===== config.mk =====
export PLATFORM = sky130hd
export DESIGN_NAME = lidar_custom_msg_deserializer
export DESIGN_NICKNAME = d
export VERILOG_FILES = /design/src/lcmd_pkg.sv /design/src/lidar_custom_msg_deserializer.sv
export SDC_FILE = /design/constraint.sdc
export NUM_CORES = 2
export LEC_CHECK = 0
export BUFFER_PORTS_ARGS = -buffer_cell sky130_fd_sc_hd__buf_2
export CELL_PAD_IN_SITES_DETAIL_PLACEMENT = 0
export CELL_PAD_IN_SITES_GLOBAL_PLACEMENT = 2
export CORE_ASPECT_RATIO = 0.75
export CORE_MARGIN = 1.5
export CORE_UTILIZATION = 35
export CTS_CLUSTER_DIAMETER = 150
export CTS_CLUSTER_SIZE = 40
export DETAILED_ROUTE_END_ITERATION = 8
export PLACE_DENSITY = 0.74
export SYNTH_ARGS = -nofsm -noshare
export SYNTH_HDL_FRONTEND = slang
export SYNTH_SLANG_ARGS = --single-unit

===== constraint.sdc =====
create_clock -name aclk -period 11.3 [get_ports aclk]
set_clock_uncertainty 0.05 [all_clocks]
set_input_delay 1.695 -clock aclk [delete_from_list [all_inputs] [get_ports aclk]]
set_output_delay 1.695 -clock aclk [all_outputs]
set_load 0.03 [all_outputs]

===== src/lcmd_pkg.sv =====
// shared types, codes and layout tables for the lidar message deserializer
package lcmd_pkg;

    // parse phases
    localparam logic [4:0] PH_START = 5'd0;
    localparam logic [4:0] PH_ENC   = 5'd1;
    localparam logic [4:0] PH_SEQ   = 5'd2;
    localparam logic [4:0] PH_SEC   = 5'd3;
    localparam logic [4:0] PH_NSEC  = 5'd4;
    localparam logic [4:0] PH_SLEN  = 5'd5;
    localparam logic [4:0] PH_STR   = 5'd6;
    localparam logic [4:0] PH_TB    = 5'd7;
    localparam logic [4:0] PH_PNUM  = 5'd8;
    localparam logic [4:0] PH_LID   = 5'd9;
    localparam logic [4:0] PH_RSVD  = 5'd10;
    localparam logic [4:0] PH_ALEN  = 5'd11;
    localparam logic [4:0] PH_OFF   = 5'd12;
    localparam logic [4:0] PH_X     = 5'd13;
    localparam logic [4:0] PH_Y     = 5'd14;
    localparam logic [4:0] PH_Z     = 5'd15;
    localparam logic [4:0] PH_REF   = 5'd16;
    localparam logic [4:0] PH_TAG   = 5'd17;
    localparam logic [4:0] PH_LINE  = 5'd18;
    localparam logic [4:0] PH_IDLE  = 5'd19;

    // result kinds
    localparam logic [3:0] KIND_SEQ    = 4'd0;
    localparam logic [3:0] KIND_STAMP  = 4'd1;
    localparam logic [3:0] KIND_CHAR   = 4'd2;
    localparam logic [3:0] KIND_TB     = 4'd3;
    localparam logic [3:0] KIND_PNUM   = 4'd4;
    localparam logic [3:0] KIND_LIDAR  = 4'd5;
    localparam logic [3:0] KIND_LEN    = 4'd6;
    localparam logic [3:0] KIND_OFFSET = 4'd7;
    localparam logic [3:0] KIND_LINE   = 4'd13;
    localparam logic [3:0] KIND_DONE   = 4'd14;
    localparam logic [3:0] KIND_ERROR  = 4'd15;

    // error codes
    localparam logic [63:0] ERR_ENCAP  = 64'd0;
    localparam logic [63:0] ERR_HEADER = 64'd1;
    localparam logic [63:0] ERR_LENGTH = 64'd2;
    localparam logic [63:0] ERR_POINT  = 64'd3;

    // finish status
    localparam logic [1:0] FIN_RUN  = 2'd0;
    localparam logic [1:0] FIN_DONE = 2'd1;
    localparam logic [1:0] FIN_FAIL = 2'd2;

    localparam logic [3:0]  ENCAP_BYTES = 4'd4;
    localparam logic [29:0] NS_PER_SEC  = 30'd1000000000;

    // one result item
    typedef struct packed {
        logic [3:0]  kind;
        logic [63:0] value;
        logic [31:0] point_index;
        logic        last;
    } res_t;

    // field width in bytes for each phase
    function automatic logic [3:0] phase_width(input logic [4:0] ph);
        logic [3:0] w;
        begin
            case (ph)
                PH_ENC, PH_STR, PH_LID, PH_REF, PH_TAG, PH_LINE: w = 4'd1;
                PH_SEQ, PH_SEC, PH_NSEC, PH_SLEN, PH_PNUM, PH_ALEN,
                PH_OFF, PH_X, PH_Y, PH_Z: w = 4'd4;
                PH_TB:   w = 4'd8;
                PH_RSVD: w = 4'd3;
                default: w = 4'd0;
            endcase
            return w;
        end
    endfunction

    // alignment mask on the offset for cdr padding, zero when unaligned
    function automatic logic [2:0] align_mask(input logic [4:0] ph);
        logic [2:0] m;
        begin
            case (ph)
                PH_SEC, PH_NSEC, PH_SLEN, PH_PNUM, PH_ALEN,
                PH_OFF, PH_X, PH_Y, PH_Z: m = 3'd3;
                PH_TB:   m = 3'd7;
                default: m = 3'd0;
            endcase
            return m;
        end
    endfunction

endpackage


===== src/lidar_custom_msg_deserializer.sv =====
// lidar point-cloud message deserializer, one byte per item
//
// Usage:
//   s_ channel carries one message byte per item in s_tdata[7:0]; s_tlast
//   marks the final byte of a message. m_ channel returns one result per
//   finished field: m_tuser is the kind, m_tdata holds value (bits 63:0)
//   and point_index (bits 95:64), m_tlast flags done or error.
//   cfg_valid/cfg_data writes encoding_mode (0 plain, 1 cdr); cfg_ready is
//   always high. Change it only between messages.
//   Each byte is parsed in the cycle it is accepted and its results are
//   written into a four-entry result queue, so a result is registered in
//   the queue before it shows on m_. Bytes are taken one per cycle while
//   s_tready is high; a byte finishing a message can give two results
//   (field then done/error), which leave one per cycle while m_tready is high.
//   s_tready drops while the queue holds more than two results, so a
//   stalled receiver backs the input up after at most four results.
//   The stamp product seconds * 1e9 is computed from the registered seconds
//   value by one registered multiplier, well ahead of nanoseconds.
//   Reset (aresetn low, synchronous) empties the queue, selects plain mode
//   and waits for the first byte of a message.
module lidar_custom_msg_deserializer (
    input  logic        aclk,
    input  logic        aresetn,
    // input bytes
    input  logic        s_tvalid,
    output logic        s_tready,
    input  logic [7:0]  s_tdata,   // [7:0] in_byte
    input  logic        s_tlast,   // msg_end
    // results
    output logic        m_tvalid,
    input  logic        m_tready,
    output logic [95:0] m_tdata,   // [63:0] value, [95:64] point_index
    output logic [3:0]  m_tuser,   // [3:0] kind
    output logic        m_tlast,   // last
    // configuration
    input  logic        cfg_valid,
    output logic        cfg_ready,
    input  logic        cfg_data   // encoding_mode
);

    logic        mode_reg;
    logic [4:0]  phase_reg, phase_next;
    logic [3:0]  fbytes_reg, fbytes_next;
    logic [63:0] fshift_reg, fshift_next;
    logic [31:0] seconds_reg, seconds_next;
    logic [31:0] str_rem_reg, str_rem_next;
    logic [31:0] pts_rem_reg, pts_rem_next;
    logic [31:0] pt_cnt_reg, pt_cnt_next;
    logic [2:0]  off_reg, off_next;
    logic [7:0]  first_reg, first_next;
    logic [1:0]  fin_reg, fin_next;
    logic [63:0] prod_reg;

    lcmd_pkg::res_t fifo_reg [4];
    logic [1:0]  wr_ptr_reg, rd_ptr_reg;
    logic [2:0]  count_reg;

    logic        in_acc, out_acc;
    logic        fld_v, term_v, enderr_v;
    lcmd_pkg::res_t fld, term, enderr;
    logic        slot0_v, slot1_v;
    lcmd_pkg::res_t slot0, slot1;
    logic [1:0]  push_cnt;
    logic [61:0] prod_next;

    assign in_acc    = s_tvalid && s_tready;
    assign out_acc   = m_tvalid && m_tready;
    assign cfg_ready = 1'b1;
    assign s_tready  = (count_reg <= 3'd2);

    // configuration register
    always_ff @(posedge aclk) begin
        if (!aresetn) begin
            mode_reg <= 1'b0;
        end else if (cfg_valid && cfg_ready) begin
            mode_reg <= cfg_data;
        end
    end

    // seconds times 1e9, ready long before nanoseconds completes
    assign prod_next = {30'b0, seconds_reg} * {32'b0, lcmd_pkg::NS_PER_SEC};
    always_ff @(posedge aclk) begin
        prod_reg <= {2'b0, prod_next};
    end

    // byte parser
    always_comb begin
        logic [3:0]  width;
        logic [2:0]  amask;
        logic        pad;
        logic        enc_ok;
        logic [63:0] v;
        logic [63:0] corr;

        phase_next   = phase_reg;
        fbytes_next  = fbytes_reg;
        fshift_next  = fshift_reg;
        seconds_next = seconds_reg;
        str_rem_next = str_rem_reg;
        pts_rem_next = pts_rem_reg;
        pt_cnt_next  = pt_cnt_reg;
        off_next     = off_reg;
        first_next   = first_reg;
        fin_next     = fin_reg;
        fld_v    = 1'b0;
        term_v   = 1'b0;
        enderr_v = 1'b0;
        fld      = '0;
        term     = '0;
        enderr   = '0;
        pad      = 1'b0;
        v        = '0;
        corr     = '0;

        // first byte of a message picks the layout
        if (phase_next == lcmd_pkg::PH_START) begin
            phase_next  = mode_reg ? lcmd_pkg::PH_ENC : lcmd_pkg::PH_SEQ;
            fbytes_next = '0;
            fshift_next = '0;
        end

        width  = lcmd_pkg::phase_width(phase_next);
        amask  = lcmd_pkg::align_mask(phase_next);
        enc_ok = ((first_reg == 8'd0) && (s_tdata == 8'd1 || s_tdata == 8'd3)) ||
                 ((first_reg == 8'd1 || first_reg == 8'd3) && (s_tdata == 8'd0));

        if (phase_next == lcmd_pkg::PH_ENC) begin
            // encapsulation header
            if (fbytes_next == 4'd1 && !enc_ok) begin
                fin_next   = lcmd_pkg::FIN_FAIL;
                phase_next = lcmd_pkg::PH_IDLE;
                term_v     = 1'b1;
                term       = '{kind: lcmd_pkg::KIND_ERROR, value: lcmd_pkg::ERR_ENCAP,
                               point_index: 32'd0, last: 1'b1};
            end else begin
                if (fbytes_next == 4'd0) begin
                    first_next = s_tdata;
                end
                fbytes_next = fbytes_next + 4'd1;
                if (fbytes_next >= lcmd_pkg::ENCAP_BYTES) begin
                    fbytes_next = '0;
                    off_next    = '0;
                    phase_next  = lcmd_pkg::PH_SEC;
                end
            end
        end else if (phase_next != lcmd_pkg::PH_IDLE && width != 4'd0) begin
            // cdr padding before an aligned field
            if (mode_reg) begin
                off_next = off_reg + 3'd1;
                if (fbytes_next == 4'd0 && (off_reg & amask) != 3'd0) begin
                    pad = 1'b1;
                end
            end
            if (!pad) begin
                fshift_next[{fbytes_next[2:0], 3'b000} +: 8] = s_tdata;
                fbytes_next = fbytes_next + 4'd1;
                if (fbytes_next >= width) begin
                    v           = fshift_next;
                    fbytes_next = '0;
                    fshift_next = '0;
                    corr = (mode_reg && seconds_reg[31]) ?
                           {2'b0, lcmd_pkg::NS_PER_SEC, 32'b0} : 64'd0;
                    unique case (phase_next)
                        lcmd_pkg::PH_SEQ: begin
                            fld_v = 1'b1;
                            fld   = '{kind: lcmd_pkg::KIND_SEQ, value: v,
                                      point_index: 32'd0, last: 1'b0};
                            phase_next = lcmd_pkg::PH_SEC;
                        end
                        lcmd_pkg::PH_SEC: begin
                            seconds_next = v[31:0];
                            phase_next   = lcmd_pkg::PH_NSEC;
                        end
                        lcmd_pkg::PH_NSEC: begin
                            fld_v = 1'b1;
                            fld   = '{kind: lcmd_pkg::KIND_STAMP, value: prod_reg + v - corr,
                                      point_index: 32'd0, last: 1'b0};
                            phase_next = lcmd_pkg::PH_SLEN;
                        end
                        lcmd_pkg::PH_SLEN: begin
                            str_rem_next = v[31:0];
                            phase_next   = (v[31:0] != 32'd0) ? lcmd_pkg::PH_STR
                                                              : lcmd_pkg::PH_TB;
                        end
                        lcmd_pkg::PH_STR: begin
                            str_rem_next = str_rem_reg - 32'd1;
                            // cdr drops the terminating nul
                            if (!(mode_reg && str_rem_next == 32'd0 && v == 64'd0)) begin
                                fld_v = 1'b1;
                                fld   = '{kind: lcmd_pkg::KIND_CHAR, value: v,
                                          point_index: 32'd0, last: 1'b0};
                            end
                            if (str_rem_next == 32'd0) begin
                                phase_next = lcmd_pkg::PH_TB;
                            end
                        end
                        lcmd_pkg::PH_TB: begin
                            fld_v = 1'b1;
                            fld   = '{kind: lcmd_pkg::KIND_TB, value: v,
                                      point_index: 32'd0, last: 1'b0};
                            phase_next = lcmd_pkg::PH_PNUM;
                        end
                        lcmd_pkg::PH_PNUM: begin
                            fld_v = 1'b1;
                            fld   = '{kind: lcmd_pkg::KIND_PNUM, value: v,
                                      point_index: 32'd0, last: 1'b0};
                            phase_next = lcmd_pkg::PH_LID;
                        end
                        lcmd_pkg::PH_LID: begin
                            fld_v = 1'b1;
                            fld   = '{kind: lcmd_pkg::KIND_LIDAR, value: v,
                                      point_index: 32'd0, last: 1'b0};
                            phase_next = lcmd_pkg::PH_RSVD;
                        end
                        lcmd_pkg::PH_RSVD: begin
                            phase_next = lcmd_pkg::PH_ALEN;
                        end
                        lcmd_pkg::PH_ALEN: begin
                            fld_v = 1'b1;
                            fld   = '{kind: lcmd_pkg::KIND_LEN, value: v,
                                      point_index: 32'd0, last: 1'b0};
                            pts_rem_next = v[31:0];
                            pt_cnt_next  = '0;
                            if (v[31:0] == 32'd0) begin
                                fin_next   = lcmd_pkg::FIN_DONE;
                                phase_next = lcmd_pkg::PH_IDLE;
                                term_v     = 1'b1;
                                term       = '{kind: lcmd_pkg::KIND_DONE, value: 64'd0,
                                               point_index: 32'd0, last: 1'b1};
                            end else begin
                                phase_next = lcmd_pkg::PH_OFF;
                            end
                        end
                        lcmd_pkg::PH_OFF, lcmd_pkg::PH_X, lcmd_pkg::PH_Y,
                        lcmd_pkg::PH_Z, lcmd_pkg::PH_REF, lcmd_pkg::PH_TAG: begin
                            fld_v = 1'b1;
                            fld   = '{kind: 4'(phase_next - lcmd_pkg::PH_OFF) +
                                            lcmd_pkg::KIND_OFFSET,
                                      value: v, point_index: pt_cnt_reg, last: 1'b0};
                            phase_next = phase_next + 5'd1;
                        end
                        lcmd_pkg::PH_LINE: begin
                            fld_v = 1'b1;
                            fld   = '{kind: lcmd_pkg::KIND_LINE, value: v,
                                      point_index: pt_cnt_reg, last: 1'b0};
                            pt_cnt_next  = pt_cnt_reg + 32'd1;
                            pts_rem_next = pts_rem_reg - 32'd1;
                            if (pts_rem_next == 32'd0) begin
                                fin_next   = lcmd_pkg::FIN_DONE;
                                phase_next = lcmd_pkg::PH_IDLE;
                                term_v     = 1'b1;
                                term       = '{kind: lcmd_pkg::KIND_DONE, value: 64'd0,
                                               point_index: 32'd0, last: 1'b1};
                            end else begin
                                phase_next = lcmd_pkg::PH_OFF;
                            end
                        end
                        default: begin
                            phase_next = phase_next;
                        end
                    endcase
                end
            end
        end

        // end of message: report a short message, then start over
        if (s_tlast) begin
            if (fin_next == lcmd_pkg::FIN_RUN) begin
                enderr_v = 1'b1;
                enderr   = '{kind: lcmd_pkg::KIND_ERROR, value: lcmd_pkg::ERR_HEADER,
                             point_index: 32'd0, last: 1'b1};
                if (phase_next == lcmd_pkg::PH_START || phase_next == lcmd_pkg::PH_ENC) begin
                    enderr.value = lcmd_pkg::ERR_ENCAP;
                end else if (phase_next == lcmd_pkg::PH_ALEN) begin
                    enderr.value = lcmd_pkg::ERR_LENGTH;
                end else if (phase_next >= lcmd_pkg::PH_OFF &&
                             phase_next <= lcmd_pkg::PH_LINE) begin
                    enderr.value       = lcmd_pkg::ERR_POINT;
                    enderr.point_index = pt_cnt_next;
                end
            end
            phase_next   = lcmd_pkg::PH_START;
            fbytes_next  = '0;
            fshift_next  = '0;
            seconds_next = '0;
            str_rem_next = '0;
            pts_rem_next = '0;
            pt_cnt_next  = '0;
            off_next     = '0;
            first_next   = '0;
            fin_next     = lcmd_pkg::FIN_RUN;
        end
    end

    // order the results of one byte: field, then done or error
    assign slot0_v  = in_acc && (fld_v || term_v || enderr_v);
    assign slot1_v  = in_acc && fld_v && (term_v || enderr_v);
    assign slot0    = fld_v ? fld : (term_v ? term : enderr);
    assign slot1    = term_v ? term : enderr;
    assign push_cnt = {1'b0, slot0_v} + {1'b0, slot1_v};

    // parser state
    always_ff @(posedge aclk) begin
        if (!aresetn) begin
            phase_reg   <= lcmd_pkg::PH_START;
            fbytes_reg  <= '0;
            fshift_reg  <= '0;
            seconds_reg <= '0;
            str_rem_reg <= '0;
            pts_rem_reg <= '0;
            pt_cnt_reg  <= '0;
            off_reg     <= '0;
            first_reg   <= '0;
            fin_reg     <= lcmd_pkg::FIN_RUN;
        end else if (in_acc) begin
            phase_reg   <= phase_next;
            fbytes_reg  <= fbytes_next;
            fshift_reg  <= fshift_next;
            seconds_reg <= seconds_next;
            str_rem_reg <= str_rem_next;
            pts_rem_reg <= pts_rem_next;
            pt_cnt_reg  <= pt_cnt_next;
            off_reg     <= off_next;
            first_reg   <= first_next;
            fin_reg     <= fin_next;
        end
    end

    // result queue storage
    always_ff @(posedge aclk) begin
        if (slot0_v) begin
            fifo_reg[wr_ptr_reg] <= slot0;
        end
        if (slot1_v) begin
            fifo_reg[wr_ptr_reg + 2'd1] <= slot1;
        end
    end

    // result queue pointers
    always_ff @(posedge aclk) begin
        if (!aresetn) begin
            wr_ptr_reg <= '0;
            rd_ptr_reg <= '0;
            count_reg  <= '0;
        end else begin
            wr_ptr_reg <= wr_ptr_reg + push_cnt;
            rd_ptr_reg <= rd_ptr_reg + {1'b0, out_acc};
            count_reg  <= count_reg + {1'b0, push_cnt} - {2'b0, out_acc};
        end
    end

    // result channel
    assign m_tvalid = (count_reg != 3'd0);
    assign m_tdata  = {fifo_reg[rd_ptr_reg].point_index, fifo_reg[rd_ptr_reg].value};
    assign m_tuser  = fifo_reg[rd_ptr_reg].kind;
    assign m_tlast  = fifo_reg[rd_ptr_reg].last;

    // checks
    a_count_bound: assert property (@(posedge aclk) disable iff (!aresetn)
        count_reg <= 3'd4)
        else $error("result queue overflow");

    a_end_restarts: assert property (@(posedge aclk) disable iff (!aresetn)
        in_acc && s_tlast |=> phase_reg == lcmd_pkg::PH_START && fin_reg == lcmd_pkg::FIN_RUN)
        else $error("message end did not restart the parser");

    a_finished_idle: assert property (@(posedge aclk) disable iff (!aresetn)
        fin_reg != lcmd_pkg::FIN_RUN |-> phase_reg == lcmd_pkg::PH_IDLE)
        else $error("finished message not idle");

    a_last_done_or_err: assert property (@(posedge aclk) disable iff (!aresetn)
        m_tvalid && m_tlast |-> m_tuser == lcmd_pkg::KIND_DONE || m_tuser == lcmd_pkg::KIND_ERROR)
        else $error("last flag on a field result");

endmodule

-- After elaboration in Yosys (flattened, before gate mapping)
Memories as Yosys holds them, arrays and structs flattened. A register that Yosys moved wholly into a read port is not among the register bits.
Index checks and enable logic that the tools add are counted.
Widths: inputs -> output; s select.
- $add $sub $neg: 17
- multiply operators: 1
- divide/modulo/power cells: 0
- magnitude comparators: 5
- eq/ne operators: 31
- shift operators: 2
- mux-type cells: 122
- bitwise operators: 1
- reduce and logical (&&, ||, !) cells: 52
- operators by type and width (operator ; number):
    $mux 101 ; 15
    $pmux 101 s9 ; 1
    $mux 32 ; 23
    $mux 64 ; 7
    $pmux 101 s2 ; 1
    $pmux 32 s2 ; 3
    $mux 99 ; 1
    $logic_not 32->1 ; 3
    $add 62x64->64 ; 1
    $bwmux 64 ; 1
    $logic_not 64->1 ; 1
    $shift 8x8->64 const A ; 1
    $shiftx 8x8->64 ; 1
    $sub 32x1->32 const B ; 2
    $sub 64x62->64 ; 1
    $mux 62 ; 1
    $pmux 5 s12 ; 1
    $mux 5 ; 11
    $mul 32x21->53 const B ; 1
    $eq 5x4->1 const B ; 9
    $mux 34 ; 1
    $add 32x1->32 const B ; 1
    $mux 4 ; 8
    $mux 8 ; 4
    50 further kinds ; 132
- register bits: 275
- bits in latches: 0
- memory bits (writable): 404
- ROM bits: 176
- bits of input ports: 15
- output and inout bits: 104
- logic and storage cells: 249
- memories: 3
- memories (memory ; words ; width ; rd ports ; clocked after memory_dff ; wr ports ; line ; source):
    fifo_reg ; 4 ; 101 ; 1 ; 1 ; 2 ; lidar_custom_msg_deserializer.sv:54 ; lcmd_pkg::res_t fifo_reg [4];
    (no name shown) ; 32 ; 4 ; 1 ; 0 ; 0 ; lcmd_pkg.sv:65 ; case (ph)
    (no name shown) ; 16 ; 3 ; 1 ; 0 ; 0 ; lcmd_pkg.sv:81 ; case (ph)

-- Logic depth before layout (Yosys ltp)
An unclocked memory read counts as a cell.
- depth after elaboration: 23
- gate-level depth with buffers: 37

-- Worst setup path before layout
No wires, ideal clock.
- kind: reg2reg
- start: reg phase_reg[3]
- end: reg count_reg[2]
- library setup time: 0.128 ns
- arrival time: 8.033 ns
- setup slack: 3.089 ns
- stages on the path, launching flop included: 38
- buffers on the path: 10
- period minus slack after synthesis: 8.211 ns
- cells stage by stage: dfxtp_1 -> clkbuf_1 -> or4_1 -> nand2b_1 -> clkbuf_1 -> clkbuf_1 -> clkbuf_1 -> buf_1 -> nand2_1 -> ha_1 -> ha_1 -> or3b_1 -> or4_1 -> clkbuf_1 -> nand3_1 -> o21ai_0 -> inv_1 -> ha_1 -> [... 2 more ...] -> o2111ai_1 -> o21a_1 -> o31ai_4 -> buf_6 -> buf_2 -> buf_2 -> buf_2 -> a21oi_1 -> ha_1 -> inv_1 -> ha_1 -> inv_1 -> ha_1 -> inv_1 -> fa_1 -> xnor2_1 -> xnor2_1 -> nor2_1
- cells in the longest elaborated chain, start to end: 22
- ends and longest elaborated chain (what ; line ; source):
    start: declaration ; lidar_custom_msg_deserializer.sv:42 ; logic [4:0] phase_reg, phase_next;
    start signal: assignment ; lidar_custom_msg_deserializer.sv:305 ; phase_reg <= lcmd_pkg::PH_START;
    start signal: assignment ; lidar_custom_msg_deserializer.sv:316 ; phase_reg <= phase_next;
    branches (longest 19 deep; another with $neg 6->8) ; -- ;
    $add 1x1->2 (*) ; lidar_custom_msg_deserializer.sv:300 ; assign push_cnt = {1'b0, slot0_v} + {1'b0, slot1_v};
    $add 3x2->3 (*) ; lidar_custom_msg_deserializer.sv:348 ; count_reg <= count_reg + {1'b0, push_cnt} - {2'b0, out_acc};
    $sub 3x1->3 (*) ; lidar_custom_msg_deserializer.sv:348 ;
    end signal: assignment ; lidar_custom_msg_deserializer.sv:348 ;
    end: declaration ; lidar_custom_msg_deserializer.sv:56 ; logic [2:0] count_reg;
Every way passes the cells marked *. The select of a mux whose other input is x is not followed.
A chain may end at the register's enable or synchronous reset.

==> run summary <==
In this run the critical register-to-register path is launched from phase_reg[3]. Setup violations remaining at the end of the flow were counted as 0. The tools report the number of library cell types mapped by synthesis as 93. The reported max-cap violation count was 0; the sum of routed wire length over all layers was 182000 microns. Worst hold path class: flip-flop to flip-flop. For this run, the leading register cell type out of synthesis is sky130_fd_sc_hd__dfxtp_1. Pin placement for this block handled 119 I/O pins. For the number of cells upsized or downsized after cts, the log shows 0. The part of the Yosys area used for sequential elements is 0.299. After synthesis the cells add up to 50700 sq um.

For this run, the number of Yosys warnings is 0. Global routing finished with a remaining overflow of 0. STA classifies the critical path endpoint as a flip-flop. The first global-routing pass estimated 273000 microns of wire.

The global-route usage over all layers is 0.243. The register with the most flip-flops in the layout has 404 of them. Relative to the synthesized area, the layout overhead comes to 5.90%. The tree is rooted in a sky130_fd_sc_hd__clkbuf_16. For this design, the sink count on the clock tree is 679. The logs give 0 for the number of endpoints with negative hold slack in the final report and 53700 sq um for the final instance area. The share of synthesized flip-flops with an asynchronous set or reset was 0; the peak supply drop was 0.000121 V. The arrival time of data at the critical path endpoint was 9.53 ns. The floorplan step set the die width to 442 microns. The pre-CTS worst setup slack is 2.54 ns, and the per-cell via count in the routed design is 5.65. The number of nets handed over by synthesis was 6276.

Routability-driven placement finished with a final weighted congestion of 0.907. The tools report the element type at the critical path start as a flip-flop. The final HPWL from detailed placement is 136000 microns. For the starting density of the core, the log shows 0.354. The worst path needs 9.07 ns of the cycle, external delays included.

The number of enable flip-flop cells after synthesis is 156. The number of setup buffers added after CTS is 0. The top cell types in the final layout, fill and taps aside, are sky130_fd_sc_hd__inv_1 (679), sky130_fd_sc_hd__dfxtp_1 (521), sky130_fd_sc_hd__nor2_1 (461), sky130_fd_sc_hd__nand2_1 (417), sky130_fd_sc_hd__ha_1 (401). For this run, the top clock speed supported by timing is 110 MHz.

The worst setup slack after layout came out at 2.23 ns. The average wire per standard cell works out to 24.9 microns. The logs give 1 for the number of levels the H-tree was split into and 0.126 for the relative max-transition margin. Number of antenna violations at the first check in global routing: 14. In this run the deepest clock path goes through 3 buffers. Walking the worst path, the cells encountered are or4_1, nand2b_2, buf_4, nand2_1, ha_1, ha_1, or3b_1, nor4_1, nor2_1, o21ai_0, inv_1, ha_1, a21oi_1, o211ai_1, a21o_1, a221oi_1, a31oi_1, a21oi_1, o31a_1, o21ai_0, a21oi_1, xnor2_1, a21oi_1, o21ai_0. For the number of buffers inserted during clock tree synthesis, the log shows 21. The critical path class is flip-flop to flip-flop.

Setup repair after global routing left no endpoint under its margin. The die area is 147000 sq um, and the die span in y is 333 microns. The post-synthesis cell count is 5534, and the area of the placeable core is 143000 sq um. The post-route clock period utilization is 0.803.

Most prevalent standard cell on the critical path: sky130_fd_sc_hd__a21oi_1. TritonCTS built the clock tree. The logs give 0 for the final max-slew violation count and 120 for the row count. The flip-flop and latch count after synthesis is 679, and the largest incremental delay on the critical path is 1.03 ns. The number of detailed-route iterations in the first pass is 7.

The critical path starts at phase_reg[3]. The power density of the placed cells is 136 nW/um^2, and the accumulated negative setup slack is 0 ns. The mean area per synthesized cell is 9.16 sq um, and the number of input and output port buffers inserted is 117.

The number of hold buffers added after CTS was 0. For the worst-skew pair, the clock arrives at the later sink with an insertion delay of 0.67 ns. After detailed routing, the number of remaining DRC violations is 0. Once detail routing completed, the nets flagged for antenna violations numbered 0. Once placement finished, the instance area stood at 53100 sq um. The commonest non-fill, non-tap cell in the layout was sky130_fd_sc_hd__inv_1. The maximum number of pins on one net before global-route repair was 79; the clock-pin slew of the registers on the worst-case setup and hold paths was 0.16 ns.

On the critical path, the stage with the largest delay is an instance of sky130_fd_sc_hd__dfxtp_1. The slew at the pin closest to its max-slew limit is 1.31 ns, and the via count of the first global-routing pass is 39987. The logs give 41444 for the via count and 3795 for the count of routing violations after the opening detailed-route iteration. The leakage power came out at 22.2 nW. The net count reported at finish was 6172; the tightest hold margin was 0.414 ns. The run finished with clean final reports. The share of post-route cells with drive strength above 1 is 0.0830.

The startpoint identified for the worst hold timing path is fifo_reg[3][85]. The worst path required time was 11.76 ns. Along the worst path, the maximum fanout reaches 44.
## per-layer routing
metal,track usage,up-vias,share of wire
met4,0.0291,10,0.013
met1,0.386,20982,0.51
met5,0,-,0.00038
met3,0.0254,117,0.059
met2,0.359,1202,0.42
li1,-,19133,-
## synthesized netlist by cell type, drive strengths merged (106+ instances only)
cell | instances | area share
dfxtp | 523 | 0.21
nand2 | 418 | 0.031
ha | 401 | 0.099
o21ai | 329 | 0.032
fa | 326 | 0.13
a22o | 183 | 0.032
clkbuf | 240 | 0.018
o22ai | 122 | 0.019
a21o | 106 | 0.016
edfxtp | 156 | 0.092
nor3 | 122 | 0.012
a22oi | 149 | 0.022
nor2 | 466 | 0.035
inv | 685 | 0.051
a21oi | 284 | 0.028
## power breakdown
part / switching [W] / internal [W] / total [W]
sequential: 0.000101 / 0.00262 / 0.00272
clock: 0.000828 / 0.000355 / 0.00118
combinational: 0.00232 / 0.00110 / 0.00342
## cell type report
| type | count | area (sq um) |
|---|---|---|
| well taps | 1891 | 2370 |
| flip-flops and latches | 679 | 15200 |
| multi-input cells | 3834 | 31700 |
| fillers | 14672 | 89600 |
| diodes | 2 | 5.00 |
| inverters | 686 | 2580 |
| repair buffers | 208 | 1270 |
| clock buffers | 28 | 552 |
| clock inverters | 2 | 38.8 |
## logic make-up (layout without fill, tap and decap cells)
family | Yosys count | count (layout) | synth area share
AOI/OAI and AO/OA | 1413 | 1413 | 0.189
xor gates and xnor gates | 141 | 141 | 0.0244
adders and majority gates | 727 | 727 | 0.228
buffers and inverters | 1021 | 924 | 0.0790
DFF | 679 | 679 | 0.299
muxes | 134 | 134 | 0.0515
other | 1 | 3 | 0.0000740
and+or+nand+nor | 1418 | 1418 | 0.130
## critical path: cells and delay by family (launching register included)
kind                       cells  cell delay [ns]
AOI/OAI and AO/OA             12             4.11
xor gates and xnor gates       1             0.15
adders and majority gates      3             1.18
buffers and inverters          2             0.69
DFF                            1             1.03
and+or+nand+nor                6             1.69
## stage by stage
| step | cells | total power [W] | util |
|---|---|---|---|
| floorplan | 5534 | 0.00507 | - |
| global placement | 7297 | 0.00618 | 0.370 |
| detailed placement | 7298 | 0.00614 | 0.371 |
| CTS | 7328 | 0.00731 | 0.375 |
| global route | 7329 | 0.00770 | 0.375 |
| finish | 7330 | 0.00732 | 0.375 |
## path summary, 6_finish.rpt
check	to	slack [ns]	cells past startpoint
worst min-delay path	fifo_reg[3][85]	0.41	2
worst max register to register	fifo_reg[3][83]	2.23	24
worst min register to register	fifo_reg[3][85]	0.41	2
worst max-delay path	fifo_reg[3][83]	2.23	24
(Power assumes the default switching activity.)
